**src/rtl/core/irf_pkg.sv**
```systemverilog
// Shared types and constants for the integer radix formatter.
// Used by the controller, the datapath and the top level; depends on nothing.
package irf_pkg;

	// Field widths fixed by the stream format
	localparam int unsigned VALUE_W  = 64;
	localparam int unsigned RADIX_W  = 6;
	localparam int unsigned WIDTH_W  = 7;
	localparam int unsigned CHAR_W   = 7;
	localparam int unsigned DIGIT_W  = 6;
	localparam int unsigned COUNT_W  = 7;
	localparam int unsigned IN_TDATA_W  = 80;
	localparam int unsigned OUT_TDATA_W = 8;

	// Digit stack and text length limits
	localparam int unsigned STACK_DEPTH = 64;
	localparam int unsigned STACK_AW    = 6;
	localparam logic [7:0]  OUT_LIMIT   = 8'd64;

	// Division step: quotient bits resolved per cycle
	localparam int unsigned STEP_BITS = 8;

	// Base range
	localparam logic [RADIX_W-1:0] RADIX_MIN = 6'd2;
	localparam logic [RADIX_W-1:0] RADIX_MAX = 6'd36;

	// Character codes
	localparam logic [CHAR_W-1:0] CHAR_ZERO   = 7'h30;
	localparam logic [CHAR_W-1:0] CHAR_SPACE  = 7'h20;
	localparam logic [CHAR_W-1:0] CHAR_MINUS  = 7'h2D;
	localparam logic [CHAR_W-1:0] LETTER_BASE = 7'h37; // 'A' - 10
	localparam logic [DIGIT_W-1:0] LAST_DECIMAL = 6'd9;

	// Controller to datapath commands
	typedef struct packed {
		logic load;      // take a new request
		logic div_step;  // resolve the next quotient byte
		logic store;     // push the remainder onto the digit stack
		logic prep;      // work out padding and text length
		logic send;      // load the next character into the output register
	} irf_cmd_t;

	// Datapath to controller status
	typedef struct packed {
		logic div_last;     // current division step is the final one
		logic more_digits;  // quotient non-zero and stack not full
		logic out_free;     // output register can take a character
		logic char_last;    // next character to send is the final one
	} irf_sts_t;

	// Map a digit value to its ASCII character
	function automatic logic [CHAR_W-1:0] digit_char(input logic [DIGIT_W-1:0] d);
		logic [CHAR_W-1:0] c;
		if (d <= LAST_DECIMAL) begin
			c = CHAR_ZERO + {1'b0, d};
		end else begin
			c = LETTER_BASE + {1'b0, d};
		end
		return c;
	endfunction

endpackage

```
**src/rtl/core/irf_ram.sv**
```systemverilog
// Generic single-write, single-read RAM with registered read data.
// Self-contained; no package dependency.
module irf_ram #(
	parameter int unsigned WIDTH = 8,
	parameter int unsigned DEPTH = 64
) (
	input  logic                     clk,
	input  logic                     we,
	input  logic [$clog2(DEPTH)-1:0] waddr,
	input  logic [WIDTH-1:0]         wdata,
	input  logic [$clog2(DEPTH)-1:0] raddr,
	output logic [WIDTH-1:0]         rdata
);

	logic [WIDTH-1:0] mem_q [DEPTH];
	logic [WIDTH-1:0] rdata_q;

	// Write port and registered read port
	always_ff @(posedge clk) begin
		if (we) begin
			mem_q[waddr] <= wdata;
		end
		rdata_q <= mem_q[raddr];
	end

	assign rdata = rdata_q;

endmodule

```
**src/rtl/core/irf_datapath.sv**
```systemverilog
// Datapath of the integer radix formatter: divider, digit stack, character output.
// Depends on irf_pkg and irf_ram.
module irf_datapath (
	input  logic                            clk,
	input  logic                            arst_n,
	input  irf_pkg::irf_cmd_t               cmd,
	output irf_pkg::irf_sts_t               sts,
	input  logic [irf_pkg::VALUE_W-1:0]     value_bits,
	input  logic                            is_signed,
	input  logic [irf_pkg::RADIX_W-1:0]     radix,
	input  logic [irf_pkg::WIDTH_W-1:0]     min_width,
	input  logic                            pad_with_zero,
	input  logic                            out_ready,
	output logic                            out_valid,
	output logic [irf_pkg::CHAR_W-1:0]      out_char,
	output logic                            is_last
);
	import irf_pkg::*;

	logic [VALUE_W-1:0]  quot_q;
	logic [DIGIT_W-1:0]  rem_q;
	logic [2:0]          step_q;
	logic [COUNT_W-1:0]  dcnt_q;
	logic                neg_q;
	logic [RADIX_W-1:0]  base_q;
	logic [WIDTH_W-1:0]  width_q;
	logic                zfill_q;
	logic [COUNT_W-1:0]  pads_q;
	logic [COUNT_W-1:0]  total_q;
	logic [COUNT_W-1:0]  k_q;
	logic [STACK_AW-1:0] ptr_q;
	logic                out_valid_q;
	logic [CHAR_W-1:0]   out_char_q;
	logic                out_last_q;

	logic                neg_in;
	logic [VALUE_W-1:0]  mag_in;
	logic [RADIX_W-1:0]  base_in;
	logic [DIGIT_W-1:0]  rem_nxt;
	logic [STEP_BITS-1:0] qbits;
	logic [7:0]          text_len;
	logic [7:0]          pads_raw;
	logic [7:0]          pads_cap;
	logic [7:0]          total_raw;
	logic [7:0]          total_cap;
	logic [DIGIT_W-1:0]  stack_rdata;
	logic                is_pad;
	logic                is_minus;
	logic [CHAR_W-1:0]   char_nxt;

	// Sign, magnitude and clamped base of the incoming request
	always_comb begin
		neg_in  = is_signed & value_bits[VALUE_W-1];
		mag_in  = neg_in ? VALUE_W'(~value_bits + 64'd1) : value_bits;
		if (radix < RADIX_MIN) begin
			base_in = RADIX_MIN;
		end else if (radix > RADIX_MAX) begin
			base_in = RADIX_MAX;
		end else begin
			base_in = radix;
		end
	end

	// Restoring division over the top quotient byte
	always_comb begin
		logic [DIGIT_W:0] t;
		logic [DIGIT_W-1:0] r;
		r = rem_q;
		qbits = '0;
		for (int i = 0; i < STEP_BITS; i++) begin
			t = {r, quot_q[VALUE_W-1-i]};
			if (t >= {1'b0, base_q}) begin
				t = t - {1'b0, base_q};
				qbits[STEP_BITS-1-i] = 1'b1;
			end
			r = t[DIGIT_W-1:0];
		end
		rem_nxt = r;
	end

	// Padding and text length, capped at the output limit
	always_comb begin
		text_len  = {1'b0, dcnt_q} + {7'b0, neg_q};
		pads_raw  = ({1'b0, width_q} > text_len) ? ({1'b0, width_q} - text_len) : 8'd0;
		pads_cap  = (pads_raw > OUT_LIMIT) ? OUT_LIMIT : pads_raw;
		total_raw = pads_cap + text_len;
		total_cap = (total_raw > OUT_LIMIT) ? OUT_LIMIT : total_raw;
	end

	// Pick the character at position k
	always_comb begin
		is_pad   = (k_q < pads_q);
		is_minus = !is_pad && neg_q && (k_q == pads_q);
		if (is_pad) begin
			char_nxt = zfill_q ? CHAR_ZERO : CHAR_SPACE;
		end else if (is_minus) begin
			char_nxt = CHAR_MINUS;
		end else begin
			char_nxt = digit_char(stack_rdata);
		end
	end

	// Digit stack
	irf_ram #(
		.WIDTH(DIGIT_W),
		.DEPTH(STACK_DEPTH)
	) u_stack (
		.clk  (clk),
		.we   (cmd.store),
		.waddr(dcnt_q[STACK_AW-1:0]),
		.wdata(rem_q),
		.raddr(ptr_q),
		.rdata(stack_rdata)
	);

	// Control counters and output valid
	always_ff @(posedge clk or negedge arst_n) begin
		if (!arst_n) begin
			step_q      <= '0;
			dcnt_q      <= '0;
			k_q         <= '0;
			out_valid_q <= 1'b0;
		end else begin
			if (cmd.load) begin
				step_q <= '0;
				dcnt_q <= '0;
			end else if (cmd.div_step) begin
				step_q <= step_q + 3'd1;
			end else if (cmd.store) begin
				dcnt_q <= dcnt_q + 7'd1;
			end
			if (cmd.prep) begin
				k_q <= '0;
			end else if (cmd.send) begin
				k_q <= k_q + 7'd1;
			end
			if (cmd.send) begin
				out_valid_q <= 1'b1;
			end else if (out_ready) begin
				out_valid_q <= 1'b0;
			end
		end
	end

	// Payload registers
	always_ff @(posedge clk) begin
		if (cmd.load) begin
			quot_q  <= mag_in;
			rem_q   <= '0;
			neg_q   <= neg_in;
			base_q  <= base_in;
			width_q <= min_width;
			zfill_q <= pad_with_zero;
		end else if (cmd.div_step) begin
			quot_q <= {quot_q[VALUE_W-STEP_BITS-1:0], qbits};
			rem_q  <= rem_nxt;
		end else if (cmd.store) begin
			rem_q <= '0;
		end
		if (cmd.prep) begin
			pads_q  <= pads_cap[COUNT_W-1:0];
			total_q <= total_cap[COUNT_W-1:0];
			ptr_q   <= dcnt_q[STACK_AW-1:0] - 6'd1;
		end else if (cmd.send && !is_pad && !is_minus) begin
			ptr_q <= ptr_q - 6'd1;
		end
		if (cmd.send) begin
			out_char_q <= char_nxt;
			out_last_q <= (k_q == total_q - 7'd1);
		end
	end

	// Status back to the controller
	assign sts.div_last    = &step_q;
	assign sts.more_digits = (quot_q != '0) && (dcnt_q != 7'(STACK_DEPTH - 1));
	assign sts.out_free    = !out_valid_q || out_ready;
	assign sts.char_last   = (k_q == total_q - 7'd1);

	assign out_valid = out_valid_q;
	assign out_char  = out_char_q;
	assign is_last   = out_last_q;

endmodule

```
**src/rtl/core/irf_ctrl.sv**
```systemverilog
// Controller of the integer radix formatter: sequences division, stacking and output.
// Depends on irf_pkg.
module irf_ctrl (
	input  logic              clk,
	input  logic              arst_n,
	input  logic              in_valid,
	output logic              in_ready,
	input  irf_pkg::irf_sts_t sts,
	output irf_pkg::irf_cmd_t cmd
);
	import irf_pkg::*;

	typedef enum logic [2:0] {
		ST_IDLE,
		ST_DIV,
		ST_STORE,
		ST_PREP,
		ST_FETCH,
		ST_SEND
	} state_t;

	state_t state_q;
	logic   rdy_q;

	// Decode commands from the current state
	always_comb begin
		cmd          = '0;
		cmd.load     = (state_q == ST_IDLE) && in_valid && rdy_q;
		cmd.div_step = (state_q == ST_DIV);
		cmd.store    = (state_q == ST_STORE);
		cmd.prep     = (state_q == ST_PREP);
		cmd.send     = (state_q == ST_SEND) && sts.out_free;
	end

	// State and ready register
	always_ff @(posedge clk or negedge arst_n) begin
		if (!arst_n) begin
			state_q <= ST_IDLE;
			rdy_q   <= 1'b1;
		end else begin
			case (state_q)
				ST_IDLE: begin
					if (in_valid && rdy_q) begin
						rdy_q   <= 1'b0;
						state_q <= ST_DIV;
					end
				end
				ST_DIV: begin
					if (sts.div_last) begin
						state_q <= ST_STORE;
					end
				end
				ST_STORE: begin
					state_q <= sts.more_digits ? ST_DIV : ST_PREP;
				end
				ST_PREP: begin
					state_q <= ST_FETCH;
				end
				ST_FETCH: begin
					state_q <= ST_SEND;
				end
				ST_SEND: begin
					if (sts.out_free) begin
						if (sts.char_last) begin
							rdy_q   <= 1'b1;
							state_q <= ST_IDLE;
						end else begin
							state_q <= ST_FETCH;
						end
					end
				end
				default: begin
					rdy_q   <= 1'b1;
					state_q <= ST_IDLE;
				end
			endcase
		end
	end

	assign in_ready = rdy_q;

endmodule

```
**src/rtl/core/integer_radix_formatter.sv**
```systemverilog
// Top level of the integer radix formatter: stream ports, controller and datapath.
// Depends on irf_pkg, irf_ctrl and irf_datapath (which holds the irf_ram digit stack).
//
// Usage:
//   The slave stream takes one request per number; s_tuser carries the signed flag.
//   The master stream returns the formatted text one ASCII character per beat,
//   most significant character first, with m_tlast on the final character.
//   Fill characters come first, then '-' for a negative signed value, then digits.
//   Text longer than 64 characters is cut to its first 64.
// Sequence:
//   Each digit is found by dividing the 64-bit quotient a byte per cycle through
//   the restoring divider and then pushing the remainder onto the digit stack.
//   Padding and text length are then set up, and each character is read from the
//   stack and then loaded into the output register. s_tready is high only between
//   items; the next request is taken while the last character still waits in the
//   output register.
// Reset and stall:
//   arst_n clears the controller and empties the output register. When m_tready is
//   low the current character holds in the output register and the block waits.
module integer_radix_formatter (
	input  logic        clk,
	input  logic        arst_n,
	input  logic        s_tvalid,
	output logic        s_tready,
	// [63:0] value_bits, [69:64] radix, [76:70] min_width, [77] pad_with_zero
	input  logic [79:0] s_tdata,
	// [0] is_signed
	input  logic        s_tuser,
	output logic        m_tvalid,
	input  logic        m_tready,
	// [6:0] out_char
	output logic [7:0]  m_tdata,
	output logic        m_tlast
);
	import irf_pkg::*;

	irf_cmd_t          cmd;
	irf_sts_t          sts;
	logic [CHAR_W-1:0] out_char;

	// Sequencer
	irf_ctrl u_ctrl (
		.clk     (clk),
		.arst_n  (arst_n),
		.in_valid(s_tvalid),
		.in_ready(s_tready),
		.sts     (sts),
		.cmd     (cmd)
	);

	// Divider, digit stack and output register
	irf_datapath u_datapath (
		.clk          (clk),
		.arst_n       (arst_n),
		.cmd          (cmd),
		.sts          (sts),
		.value_bits   (s_tdata[63:0]),
		.is_signed    (s_tuser),
		.radix        (s_tdata[69:64]),
		.min_width    (s_tdata[76:70]),
		.pad_with_zero(s_tdata[77]),
		.out_ready    (m_tready),
		.out_valid    (m_tvalid),
		.out_char     (out_char),
		.is_last      (m_tlast)
	);

	assign m_tdata = {1'b0, out_char};

endmodule

```
**config.mk**
```make
export PLATFORM = sky130hd
export DESIGN_NAME = integer_radix_formatter
export DESIGN_NICKNAME = d
export VERILOG_FILES = /design/src/rtl/core/irf_pkg.sv /design/src/rtl/core/irf_ram.sv /design/src/rtl/core/irf_datapath.sv /design/src/rtl/core/irf_ctrl.sv /design/src/rtl/core/integer_radix_formatter.sv
export SDC_FILE = /design/constraint.sdc
export NUM_CORES = 1
export LEC_CHECK = 0
export ABC_AREA = 1
export BUFFER_PORTS_ARGS = -buffer_cell sky130_fd_sc_hd__buf_4
export CAP_MARGIN = 5
export CORE_UTILIZATION = 46
export CTS_BUF_LIST = sky130_fd_sc_hd__clkbuf_16
export DETAILED_ROUTE_END_ITERATION = 8
export SKIP_LAST_GASP = 1
export SYNTH_ARGS = -nofsm -noshare
export SYNTH_HDL_FRONTEND = slang
export SYNTH_HIERARCHICAL = 1
export SYNTH_SLANG_ARGS = --single-unit
```
**constraint.sdc**
```tcl
create_clock -name clk -period 21.2 [get_ports clk]
set_clock_uncertainty 0.2 [all_clocks]
set_input_delay 4.24 -clock clk [delete_from_list [all_inputs] [get_ports clk]]
set_output_delay 4.24 -clock clk [all_outputs]
set_load 0.03 [all_outputs]
```
==> Yosys cells after proc, flatten, opt, wreduce, memory -nomap -nowiden <==
Memory sizes are Yosys's and may differ from the RTL's. A register that Yosys moved wholly into a read port is not among the register bits.
Cells that the tools add are included.
{ "op_classes": {"add_sub_neg": 20, "magnitude_cmp": 15, "eq_ne": 13, "muxes": 51, "bitwise_logic": 3, "n_reduce_logical": 27} }
{ "op_table": {"columns": ["cell", "n"], "rows": [
  ["64-bit 2-to-1 mux", 3],
  ["6-bit 2-to-1 mux", 13],
  ["64-bit by 1-bit adder with 64-bit output, second input constant", 1],
  ["64-bit inverter", 1],
  ["64-bit nonzero test", 1],
  ["7-bit by 6-bit greater-or-equal comparator with 1-bit output", 8],
  ["7-bit 2-to-1 mux", 8],
  ["6-bit subtractor", 8],
  ["3-bit 2-to-1 mux", 6],
  ["3-bit case mux with 6 select lines", 1],
  ["8-bit by 7-bit greater-than comparator with 1-bit output, second input constant", 2],
  ["8-bit 2-to-1 mux", 2],
  ["1-bit 2-to-1 mux", 15],
  ["6-bit by 6-bit adder with 7-bit output, first input constant", 2],
  ["7-bit by 1-bit adder with 7-bit output, second input constant", 2],
  ["7-bit equality test", 2],
  ["2-bit nonzero test", 6],
  ["6-bit by 1-bit subtractor with 6-bit output, second input constant", 2],
  ["1-bit logical AND", 9],
  ["7-bit by 1-bit adder with 8-bit output", 1],
  ["8-bit adder", 1],
  ["7-bit by 8-bit greater-than comparator with 1-bit output", 1],
  ["7-bit by 8-bit subtractor with 8-bit output", 1],
  ["7-bit < comparator", 1],
  ["other kinds (24)", 32]
]} }
{ "word_totals": {"regBits": 135, "ramBits": 384, "out_inout_bits": 11, "n_memories": 1} }
{ "memory_table": {"columns": ["memory", "depth", "word_bits", "read_ports", "rd_clocked_by_memory_dff", "write_ports", "line", "source"], "rows": [
  ["u_datapath.u_stack.mem_q", 64, 6, 1, 1, 1, "irf_ram.sv:15", "logic [WIDTH-1:0] mem_q [DEPTH];"]
]} }

==> Longest topological paths before layout <==
Gate-level depths: netlist (run 1).
{ "depth": {"depth_word": 18, "ltp_mapped": 85, "depth_no_buf": 85} }

==> By module <==
The synthesis (run 1) kept the hierarchy.
{ "by_module_without_submodules": {"columns": ["module", "instances", "cells_per_inst", "area_each_um2", "seq_area_each_um2"], "rows": [
  ["irf_ram", 1, 1376, 15930.3, 11651.2],
  ["irf_datapath", 1, 1396, 10930.5, 3783.6],
  ["irf_ctrl", 1, 48, 324.1, 101.3],
  ["integer_radix_formatter", 1, 2, 11.3, 0.0]
]} }

==> Least setup slack after synthesis (run 1) <==
OpenSTA, ideal clock, no wires.
{ "synth_path": {"path_kind": "reg-to-reg", "from": "register u_datapath.rem_q[1]", "to": "register u_datapath.rem_q[1]", "t_arrival_ns": 12.449, "t_required_ns": 20.868, "path_slack_ns": 8.419, "path_stages_with_launch": 82, "n_path_buf": 0, "period_less_slack_ns": 12.781, "path_cell_list": "dfxtp_1 -> ha_1 -> nand2_1 -> nand2_1 -> inv_1 -> nand2_1 -> nand2_2 -> nand3_4 -> nand2_1 -> nand2_1 -> ha_1 -> nand2_1 -> nor2_1 -> a31oi_1 -> inv_1 -> nor2_4 -> nand3_2 -> nand2_1 -> [... 46 more ...] -> a21boi_0 -> inv_1 -> nor2_2 -> nand3_1 -> nand2_1 -> inv_1 -> ha_1 -> a21oi_1 -> o21ai_0 -> a21oi_1 -> nor2_1 -> nor2_1 -> o21a_1 -> inv_1 -> nor2_2 -> nand3_1 -> nand3_1 -> a21oi_1"} }
{ "synth_via": {"elab_chain_len": 17, "word_cells_on_any_way": 25, "classes_between": "add/sub: 8; order compare: 8; mux: 9"} }
{ "synth_rtl": {"columns": ["item", "line", "source"], "rows": [
  ["start, declared", "irf_datapath.sv:21", "logic [DIGIT_W-1:0] rem_q;"],
  ["start signal, assigned", "irf_datapath.sv:156", "rem_q <= rem_nxt;"],
  ["6-bit subtractor or 7-bit by 6-bit greater-or-equal comparator with 1-bit output (tied branches)", "irf_datapath.sv:73, irf_datapath.sv:72", null],
  ["6-bit 2-to-1 mux (*)", "irf_datapath.sv:72", "if (t >= {1'b0, base_q}) begin"],
  ["6-bit subtractor or 7-bit by 6-bit greater-or-equal comparator with 1-bit output (tied branches)", "irf_datapath.sv:73, irf_datapath.sv:72", null],
  ["6-bit 2-to-1 mux (*)", "irf_datapath.sv:72", null],
  ["6-bit subtractor or 7-bit by 6-bit greater-or-equal comparator with 1-bit output (tied branches)", "irf_datapath.sv:73, irf_datapath.sv:72", null],
  ["6-bit 2-to-1 mux (*)", "irf_datapath.sv:72", null],
  ["6-bit subtractor or 7-bit by 6-bit greater-or-equal comparator with 1-bit output (tied branches)", "irf_datapath.sv:73, irf_datapath.sv:72", null],
  ["6-bit 2-to-1 mux (*)", "irf_datapath.sv:72", null],
  ["7-bit by 6-bit greater-or-equal comparator with 1-bit output or 6-bit subtractor (tied branches)", "irf_datapath.sv:72, irf_datapath.sv:73", null],
  ["6-bit 2-to-1 mux (*)", "irf_datapath.sv:72", null],
  ["6-bit subtractor or 7-bit by 6-bit greater-or-equal comparator with 1-bit output (tied branches)", "irf_datapath.sv:73, irf_datapath.sv:72", null],
  ["6-bit 2-to-1 mux (*)", "irf_datapath.sv:72", null],
  ["7-bit by 6-bit greater-or-equal comparator with 1-bit output or 6-bit subtractor (tied branches)", "irf_datapath.sv:72, irf_datapath.sv:73", null],
  ["6-bit 2-to-1 mux (*)", "irf_datapath.sv:72", null],
  ["6-bit subtractor or 7-bit by 6-bit greater-or-equal comparator with 1-bit output (tied branches)", "irf_datapath.sv:73, irf_datapath.sv:72", null],
  ["6-bit 2-to-1 mux (*)", "irf_datapath.sv:72", null],
  ["6-bit 2-to-1 mux (*)", "irf_datapath.sv:154", "end else if (cmd.div_step) begin"]
]} }
Every way passes the cells marked *; elsewhere a longest branch is shown, timed or not.
A chain may end at the register's enable or synchronous reset.

==> Final worst setup path (run 1) <==
{ "layout_path": {"from": "register u_datapath.base_q[1]", "to": "register u_datapath.rem_q[4]"} }
{ "layout_via": {"elab_chain_len": 17, "word_cells_on_any_way": 25, "classes_between": "add/sub: 8; order compare: 8; mux: 9"} }
{ "layout_rtl": {"columns": ["item", "line", "source"], "rows": [
  ["start, declared", "irf_datapath.sv:25", "logic [RADIX_W-1:0] base_q;"],
  ["start signal, assigned", "irf_datapath.sv:151", "base_q <= base_in;"],
  ["6-bit subtractor or 7-bit by 6-bit greater-or-equal comparator with 1-bit output (tied branches)", "irf_datapath.sv:73, irf_datapath.sv:72", null],
  ["6-bit 2-to-1 mux", "irf_datapath.sv:72", null],
  ["6-bit subtractor or 7-bit by 6-bit greater-or-equal comparator with 1-bit output (tied branches)", "irf_datapath.sv:73, irf_datapath.sv:72", null],
  ["6-bit 2-to-1 mux", "irf_datapath.sv:72", null],
  ["6-bit subtractor or 7-bit by 6-bit greater-or-equal comparator with 1-bit output (tied branches)", "irf_datapath.sv:73, irf_datapath.sv:72", null],
  ["6-bit 2-to-1 mux", "irf_datapath.sv:72", null],
  ["6-bit subtractor or 7-bit by 6-bit greater-or-equal comparator with 1-bit output (tied branches)", "irf_datapath.sv:73, irf_datapath.sv:72", null],
  ["6-bit 2-to-1 mux", "irf_datapath.sv:72", null],
  ["6-bit subtractor or 7-bit by 6-bit greater-or-equal comparator with 1-bit output (tied branches)", "irf_datapath.sv:73, irf_datapath.sv:72", null],
  ["6-bit 2-to-1 mux", "irf_datapath.sv:72", null],
  ["7-bit by 6-bit greater-or-equal comparator with 1-bit output or 6-bit subtractor (tied branches)", "irf_datapath.sv:72, irf_datapath.sv:73", null],
  ["6-bit 2-to-1 mux", "irf_datapath.sv:72", null],
  ["6-bit subtractor or 7-bit by 6-bit greater-or-equal comparator with 1-bit output (tied branches)", "irf_datapath.sv:73, irf_datapath.sv:72", null],
  ["6-bit 2-to-1 mux", "irf_datapath.sv:72", null],
  ["6-bit subtractor or 7-bit by 6-bit greater-or-equal comparator with 1-bit output (tied branches)", "irf_datapath.sv:73, irf_datapath.sv:72", null],
  ["6-bit 2-to-1 mux (*)", "irf_datapath.sv:72", null],
  ["6-bit 2-to-1 mux (*)", "irf_datapath.sv:154", null]
]} }
Marked as above.

==> key figures, run 1 <==
Run status
  – Outcome: complete, no violations

STA
  – Fin crit share: 0.703
  – Fin. max-slew vios: 0
  – Slew @ Worst Pin: 1.21 ns
  – Slew HR: 0.187
  – Fin. Hold Viols: 0
  – Setup violators final: 0
  – Fmax: 0.0671 GHz
  – Hold_ws: 0.313 ns
  – Unrepaired setup endpoints after global routing: no
  – Post-Route Setup TNS: 0 ns
  – Min Tclk post-route: 14.89 ns

Detailed routing
  – Vias/cell: 5.43
  – Via count: 20079
  – DRC viols: 0
  – Post-Route WL: 67600 µm
  – Initial DRT Pass Iterations: 6
  – Drt wl/cell: 18.3 µm
  – Detail Route Antenna Nets: 0
  – Initial DRC count: 1366

GRT
  – Grt ovf: 0
  – Global-route wire length before repair: 106000 µm
  – Number of global-route vias before repair: 19667
  – GR Util All Layers: 0.224
  – Largest net degree at the start of global routing: 125
  – Antenna violations before repair: 0

Clock network
  – Clock Sinks: 525
  – Clock buffers created by TritonCTS: 54
  – Clk buf depth: 3
  – CTS-repair resized insts: 0
  – Cts hold-fix bufs: 0
  – Worst-Skew Late Latency: 0.62 ns
  – Clock-pin slew on the worst setup and hold paths: 0.06 ns
  – H-tree lvl count: 2
  – CTS tree: built
  – Postcts setup bufs: 0
  – Root Buffer: clkbuf_16

Synth
  – Post-synthesis simple-gate area fraction: 0.251
  – Synth Area in XOR/XNOR: 0.0380
  – YS warnings: 6
  – Compound-Gate Fraction of Synth Area: 0.0452
  – Async set-or-reset flop fraction in the synthesized netlist: 0.0419
  – Post-synth EDFFs: 491
  – Area share of fa/ha/maj cells after synthesis: 0.0451
  – Largest family of logic cells by synthesized area: simple AND/OR/NAND/NOR gates
  – Area of the mapped netlist: 27200 µm²
  – Synth Instances: 2822
  – Syn nets: 2999
  – Yosys reg bits: 525
  – Synth unique cells: 55
  – Top cell type by total area after synthesis: edfxtp_1
  – Synth top area share: 0.542
  – Commonest register cell after synthesis: edfxtp_1
  – Syn avg cell area: 9.64 µm²
  – Mux cell area share after synthesis: 0
  – Synth area leaders: edfxtp_1 (54%), nand2_1 (11%), nand3_1 (7.6%), ha_1 (3.8%), inv_1 (2.8%)
  – Seq/Total Area, Yosys: 0.571

Floorplanning
  – Core area: 58000 µm²
  – Initial Util: 0.469
  – Die height: 245 µm
  – Row count: 88
  – Die width: 245 µm
  – Io pins: 96
  – Die area: 60100 µm²

Final layout
  – Syn-to-layout area delta: 11.4%
  – Most common cell after layout, fill and taps aside: nand2_1
  – Final Cell Area: 30300 µm²
  – Final nets: 3062
  – # diodes: 0
  – Share of cells above drive strength 1: 0.0908
  – Most frequent cells in the layout: nand2_1 (783), edfxtp_1 (491), nand3_1 (411)

Worst setup path
  – Reg2reg end: u_datapath/rem_q[4]
  – Worst reg-to-reg path cell count: 82
  – Arr. time, crit path: 15.14 ns
  – Required time worst endpoint: 21.45 ns
  – Worst r2r src: u_datapath/base_q[1]
  – Cell mode on critical path: nand2_1
  – Setup CP Type: reg -> reg
  – FF-to-FF setup slack: 6.31 ns
  – CP startpoint kind: flip-flop
  – CP peak stage delay: 0.72 ns
  – CP max stage cell: edfxtp_1
  – Type of destination of the critical path: flip-flop
  – CP Max Fanout: 11

Worst hold path
  – Hold Path End: u_datapath/step_q[2]
  – Origin of the worst min-delay path: u_datapath/step_q[2]
  – Hold path depth: 2
  – Hold crit path type: reg -> reg

Place
  – RD Place Congestion: 0.920
  – Placement Cell Area: 28500 µm²
  – DP Wirelength: 43700 µm
  – Port bufs: 92

Power
  – PD cells: 69.4 nW/µm²
  – Leakage power: 0.0127 µW
  – Peak supply drop: 0.0635 mV

Run
  – MaxCap Viol Count: 0
power by group:
part	internal, µW	switching (µW)	total (µW)
clock network	539	405	944
logic	19.8	22.8	42.6
registers	1120	0.00000000000000480	1120
total	1680	427	2100
synth_stat cells, types with 2 or more instances:
library cell,number
a211oi_1,3
o211ai_1,2
or4_1,2
nor2_2,9
buf_6,2
inv_2,7
edfxtp_1,491
ha_1,82
nor3_2,3
a31oi_1,11
o41ai_1,2
dfrtp_1,21
a21boi_0,2
buf_4,17
nand3_4,8
o21ai_1,6
nand2_2,3
nand2_4,4
o21bai_1,5
buf_2,43
a21o_1,2
nor4_1,41
inv_1,201
dfxtp_1,12
buf_1,12
a21oi_1,65
o21a_1,6
or2_2,9
xor2_1,83
nand4_1,39
nor2_1,188
nand3_1,411
nor2_4,3
clkbuf_1,36
fa_1,10
nand2_1,784
xnor2_1,35
nand3_2,4
nor3_1,28
o21ai_0,115
kinds of logic (layout without fill, tap and decap cells):
group / Yosys count / in the layout
buf+inv: 319 / 428
fa+ha+maj: 92 / 92
other cells: 1 / 1
xor+xnor: 118 / 118
flops: 525 / 525
compound gates: 225 / 225
simple gates: 1542 / 1542
worst max-delay path, delay by kind of cell (launching register included):
family                   cells  cell delay (ns)
flip-flops                   1             0.72
buffers and inverters       13             1.34
AO/OA/AOI/OAI               24             5.04
adder cells (fa/ha/maj)      8             2.74
AND/OR/NAND/NOR             37             4.65
per-stage QoR:
stage	total power, µW	setup WS (ns)	std cells	util
global placement	1180	6.78	3592	0.491
finish	2100	6.31	3696	0.522
detailed placement	1180	6.42	3592	0.491
floorplan	1160	8.42	2822	-
CTS	2120	6.43	3694	0.522
global route	2160	4.84	3696	0.522
worst max path at each step:
stage	start	to	slack, ns	cells past startpoint
detailed placement	u_datapath/base_q[1]	u_datapath/rem_q[4]	6.42	82
global route	u_datapath/base_q[1]	u_datapath/rem_q[4]	4.84	82
global placement	u_datapath/base_q[1]	u_datapath/rem_q[5]	6.78	82
finish	u_datapath/base_q[1]	u_datapath/rem_q[4]	6.31	82
floorplan	u_datapath/rem_q[1]	u_datapath/rem_q[1]	8.42	81
CTS	u_datapath/base_q[1]	u_datapath/rem_q[4]	6.43	82
per-layer routing:
layer | GRT usage | routed length (µm) | vias to the layer above | part of all wire
li1 | - | - | 9833 | -
met5 | 0 | 0 | - | 0
met3 | 0.0356 | 3890 | 99 | 0.057
met1 | 0.291 | 28800 | 9614 | 0.43
met4 | 0.0640 | 1610 | 0 | 0.024
met2 | 0.385 | 33300 | 533 | 0.49
registers in the layout (all words and copies together), names as in the netlist, 7 cells and up:
register                  flops
u_datapath/total_q            7
u_datapath/quot_q            64
u_datapath/dcnt_q             7
u_datapath/u_stack/mem_q    384
u_datapath/width_q            7
u_datapath/pads_q             7
u_datapath/k_q                7
u_datapath/out_char           7
cell type report:
| type | count | area [µm²] |
|---|---|---|
| Clock buffer | 54 | 1350 |
| Clock inverter | 48 | 422 |
| Fill cell | 5149 | 27700 |
| Inverter | 209 | 788 |
| Multi-Input combinational cell | 1978 | 10400 |
| Sequential cell | 525 | 15500 |
| Tap cell | 765 | 957 |
| Timing Repair Buffer | 117 | 873 |
Note: power is estimated with default switching activity, not from simulation.
==> run 2, diff against run 1 <==
Clock period 21.2 ns to 14.4 ns, I/O delays scaled along.
==> key figures, run 2 (synthesis results as in run 1) <==
Place
  – Placement Cell Area: 28600 µm²
  – DP Wirelength: 44000 µm
  – Port bufs: 92
  – RD Place Congestion: 0.916
  – Placed insts: 3603

Worst setup path
  – Type of destination of the critical path: flip-flop
  – Arr. time, crit path: 13.47 ns
  – Setup crit start: u_datapath/base_q[4]
  – CP startpoint kind: flip-flop
  – Required time worst endpoint: 14.62 ns
  – Cell mode on critical path: nand2_1
  – Setup CP Type: reg -> reg
  – CP max stage cell: ha_1
  – CP Max Fanout: 9
  – FF-to-FF setup slack: 1.15 ns
  – Worst r2r src: u_datapath/base_q[4]
  – CP peak stage delay: 0.37 ns

Power
  – Switching pwr: 635 µW
  – Sequential Power Share: 0.526
  – Pwr Total: 3130 µW
  – Net Sw Frac: 0.203
  – PD cells: 103 nW/µm²
  – Clk pwr share: 0.454
  – Peak supply drop: 0.0900 mV
  – Internal power: 2490 µW
  – Leakage power: 0.0128 µW
  – Comb power frac: 0.020

STA
  – Min Tclk post-route: 13.25 ns
  – Post-Route Setup TNS: 0 ns
  – Slew @ Worst Pin: 1.27 ns
  – Unrepaired setup endpoints after global routing: no
  – Fin. Hold Viols: 0
  – Fmax: 0.0755 GHz
  – Fin. max-slew vios: 0
  – Setup violators final: 0
  – Fin crit share: 0.920
  – Slew HR: 0.142

Floorplanning
  – Die area: 60100 µm²
  – Io pins: 96
  – Die height: 245 µm
  – Die width: 245 µm
  – Initial Util: 0.469
  – Core area: 58000 µm²
  – Row count: 88

Final layout
  – Max reg flops: 384
  – Final core utilization: 0.526
  – Most flop-heavy register: u_datapath/u_stack/mem_q
  – Final Cell Area: 30500 µm²
  – Most frequent cells in the layout: nand2_1 (782), edfxtp_1 (491), nand3_1 (411)
  – Regs by FF count: u_datapath/u_stack/mem_q: 384 flops, u_datapath/quot_q: 64 flops
  – Syn-to-layout area delta: 12.1%
  – Share of cells above drive strength 1: 0.0989
  – Final nets: 3082
  – Most common cell after layout, fill and taps aside: nand2_1
  – Final Non-Filler Cells: 3717
  – # diodes: 0

Clock network
  – Clock buffers created by TritonCTS: 56
  – CTS tree: built
  – Clock Sinks: 525
  – Clk buf depth: 3
  – Worst-Skew Late Latency: 0.63 ns
  – Clock-pin slew on the worst setup and hold paths: 0.06 ns
  – Cts hold-fix bufs: 0
  – H-tree lvl count: 2
  – Root Buffer: clkbuf_16

Detailed routing
  – Vias/cell: 5.42
  – Drt wl/cell: 18.2 µm
  – Post-Route WL: 67700 µm
  – Initial DRT Pass Iterations: 6
  – Detail Route Antenna Nets: 0
  – DRC viols: 0
  – Via count: 20144
  – Initial DRC count: 1359

GRT
  – GR Util All Layers: 0.225
  – Number of global-route vias before repair: 19720
  – Global-route wire length before repair: 106000 µm
  – Antenna violations before repair: 0
  – Largest net degree at the start of global routing: 127
  – Grt ovf: 0

Run
  – MaxCap Viol Count: 0

Worst hold path
  – Origin of the worst min-delay path: u_datapath/step_q[2]
  – Hold crit path type: reg -> reg

Run status
  – Outcome: complete, no violations
[run 2: changes by cell type in the layout (fill, tap and decap cells not counted), sizes merged]
cell      delta
clkinv       -2
buf         +20
clkinvlp     +3
[run 2: path summary, 6_finish.rpt]
check / cells past startpoint / endpoint
max: 83 / u_datapath/rem_q[4]
min: 2 / u_datapath/step_q[2]
max reg2reg: 83 / u_datapath/rem_q[4]
min reg2reg: 2 / u_datapath/step_q[2]
max in group asynchronous: 1 / u_ctrl/in_ready
min in group asynchronous: 1 / u_datapath/k_q[6]
[run 2: metrics by stage]
| step | hold WS [ns] | setup WS (ns) |
|---|---|---|
| 2_1_floorplan | 0.275 | 1.62 |
| 3_3_place_gp | 0.292 | 0.984 |
| 3_5_place_dp | 0.303 | 0.547 |
| 4_1_cts | 0.319 | 0.490 |
| 5_1_grt | 0.368 | 0.0168 |
| 6_report | 0.317 | 1.15 |
[run 2: layer usage]
layer | part of all wire | GRT usage | vias to the layer above | routed length [µm]
met2 | 0.49 | 0.383 | 550 | 32900
li1 | - | - | 9884 | -
met3 | 0.054 | 0.0283 | 122 | 3660
met1 | 0.43 | 0.295 | 9588 | 29100
met5 | 0 | 0 | - | 0
met4 | 0.029 | 0.0774 | 0 | 2000
[run 2: power groups by stage]
stage          logic (µW)  registers [µW]  clock network (µW)
2_1_floorplan        28.8            1680                   0
3_3_place_gp         61.8            1680                   0
3_5_place_dp         62.9            1680                   0
4_1_cts              63.0            1640                1450
5_1_grt              69.2            1640                1500
6_report             63.3            1640                1420
[run 2: critical path: cells and delay by family (launching register included)]
| kind | cells | cell delay [ns] |
|---|---|---|
| flip-flops | 1 | 0.36 |
| AND/OR/NAND/NOR | 36 | 4.19 |
| adder cells (fa/ha/maj) | 8 | 2.63 |
| buffers and inverters | 14 | 1.04 |
| AO/OA/AOI/OAI | 25 | 4.58 |
[run 2: cell type report]
cell class	count	area, µm²
fill	5215	27500
sequential	525	15500
multi-input combinational	1978	10400
clock buffer	56	1400
timing repair buffer	135	1010
tap	765	957
inverter	209	788
clock inverter	49	433
[run 2: repair_timing]
action | in CTS | in global routing
setup buffers | 0 | 7
setup endpoints to repair | 0 | 7
resized for setup | 0 | 9
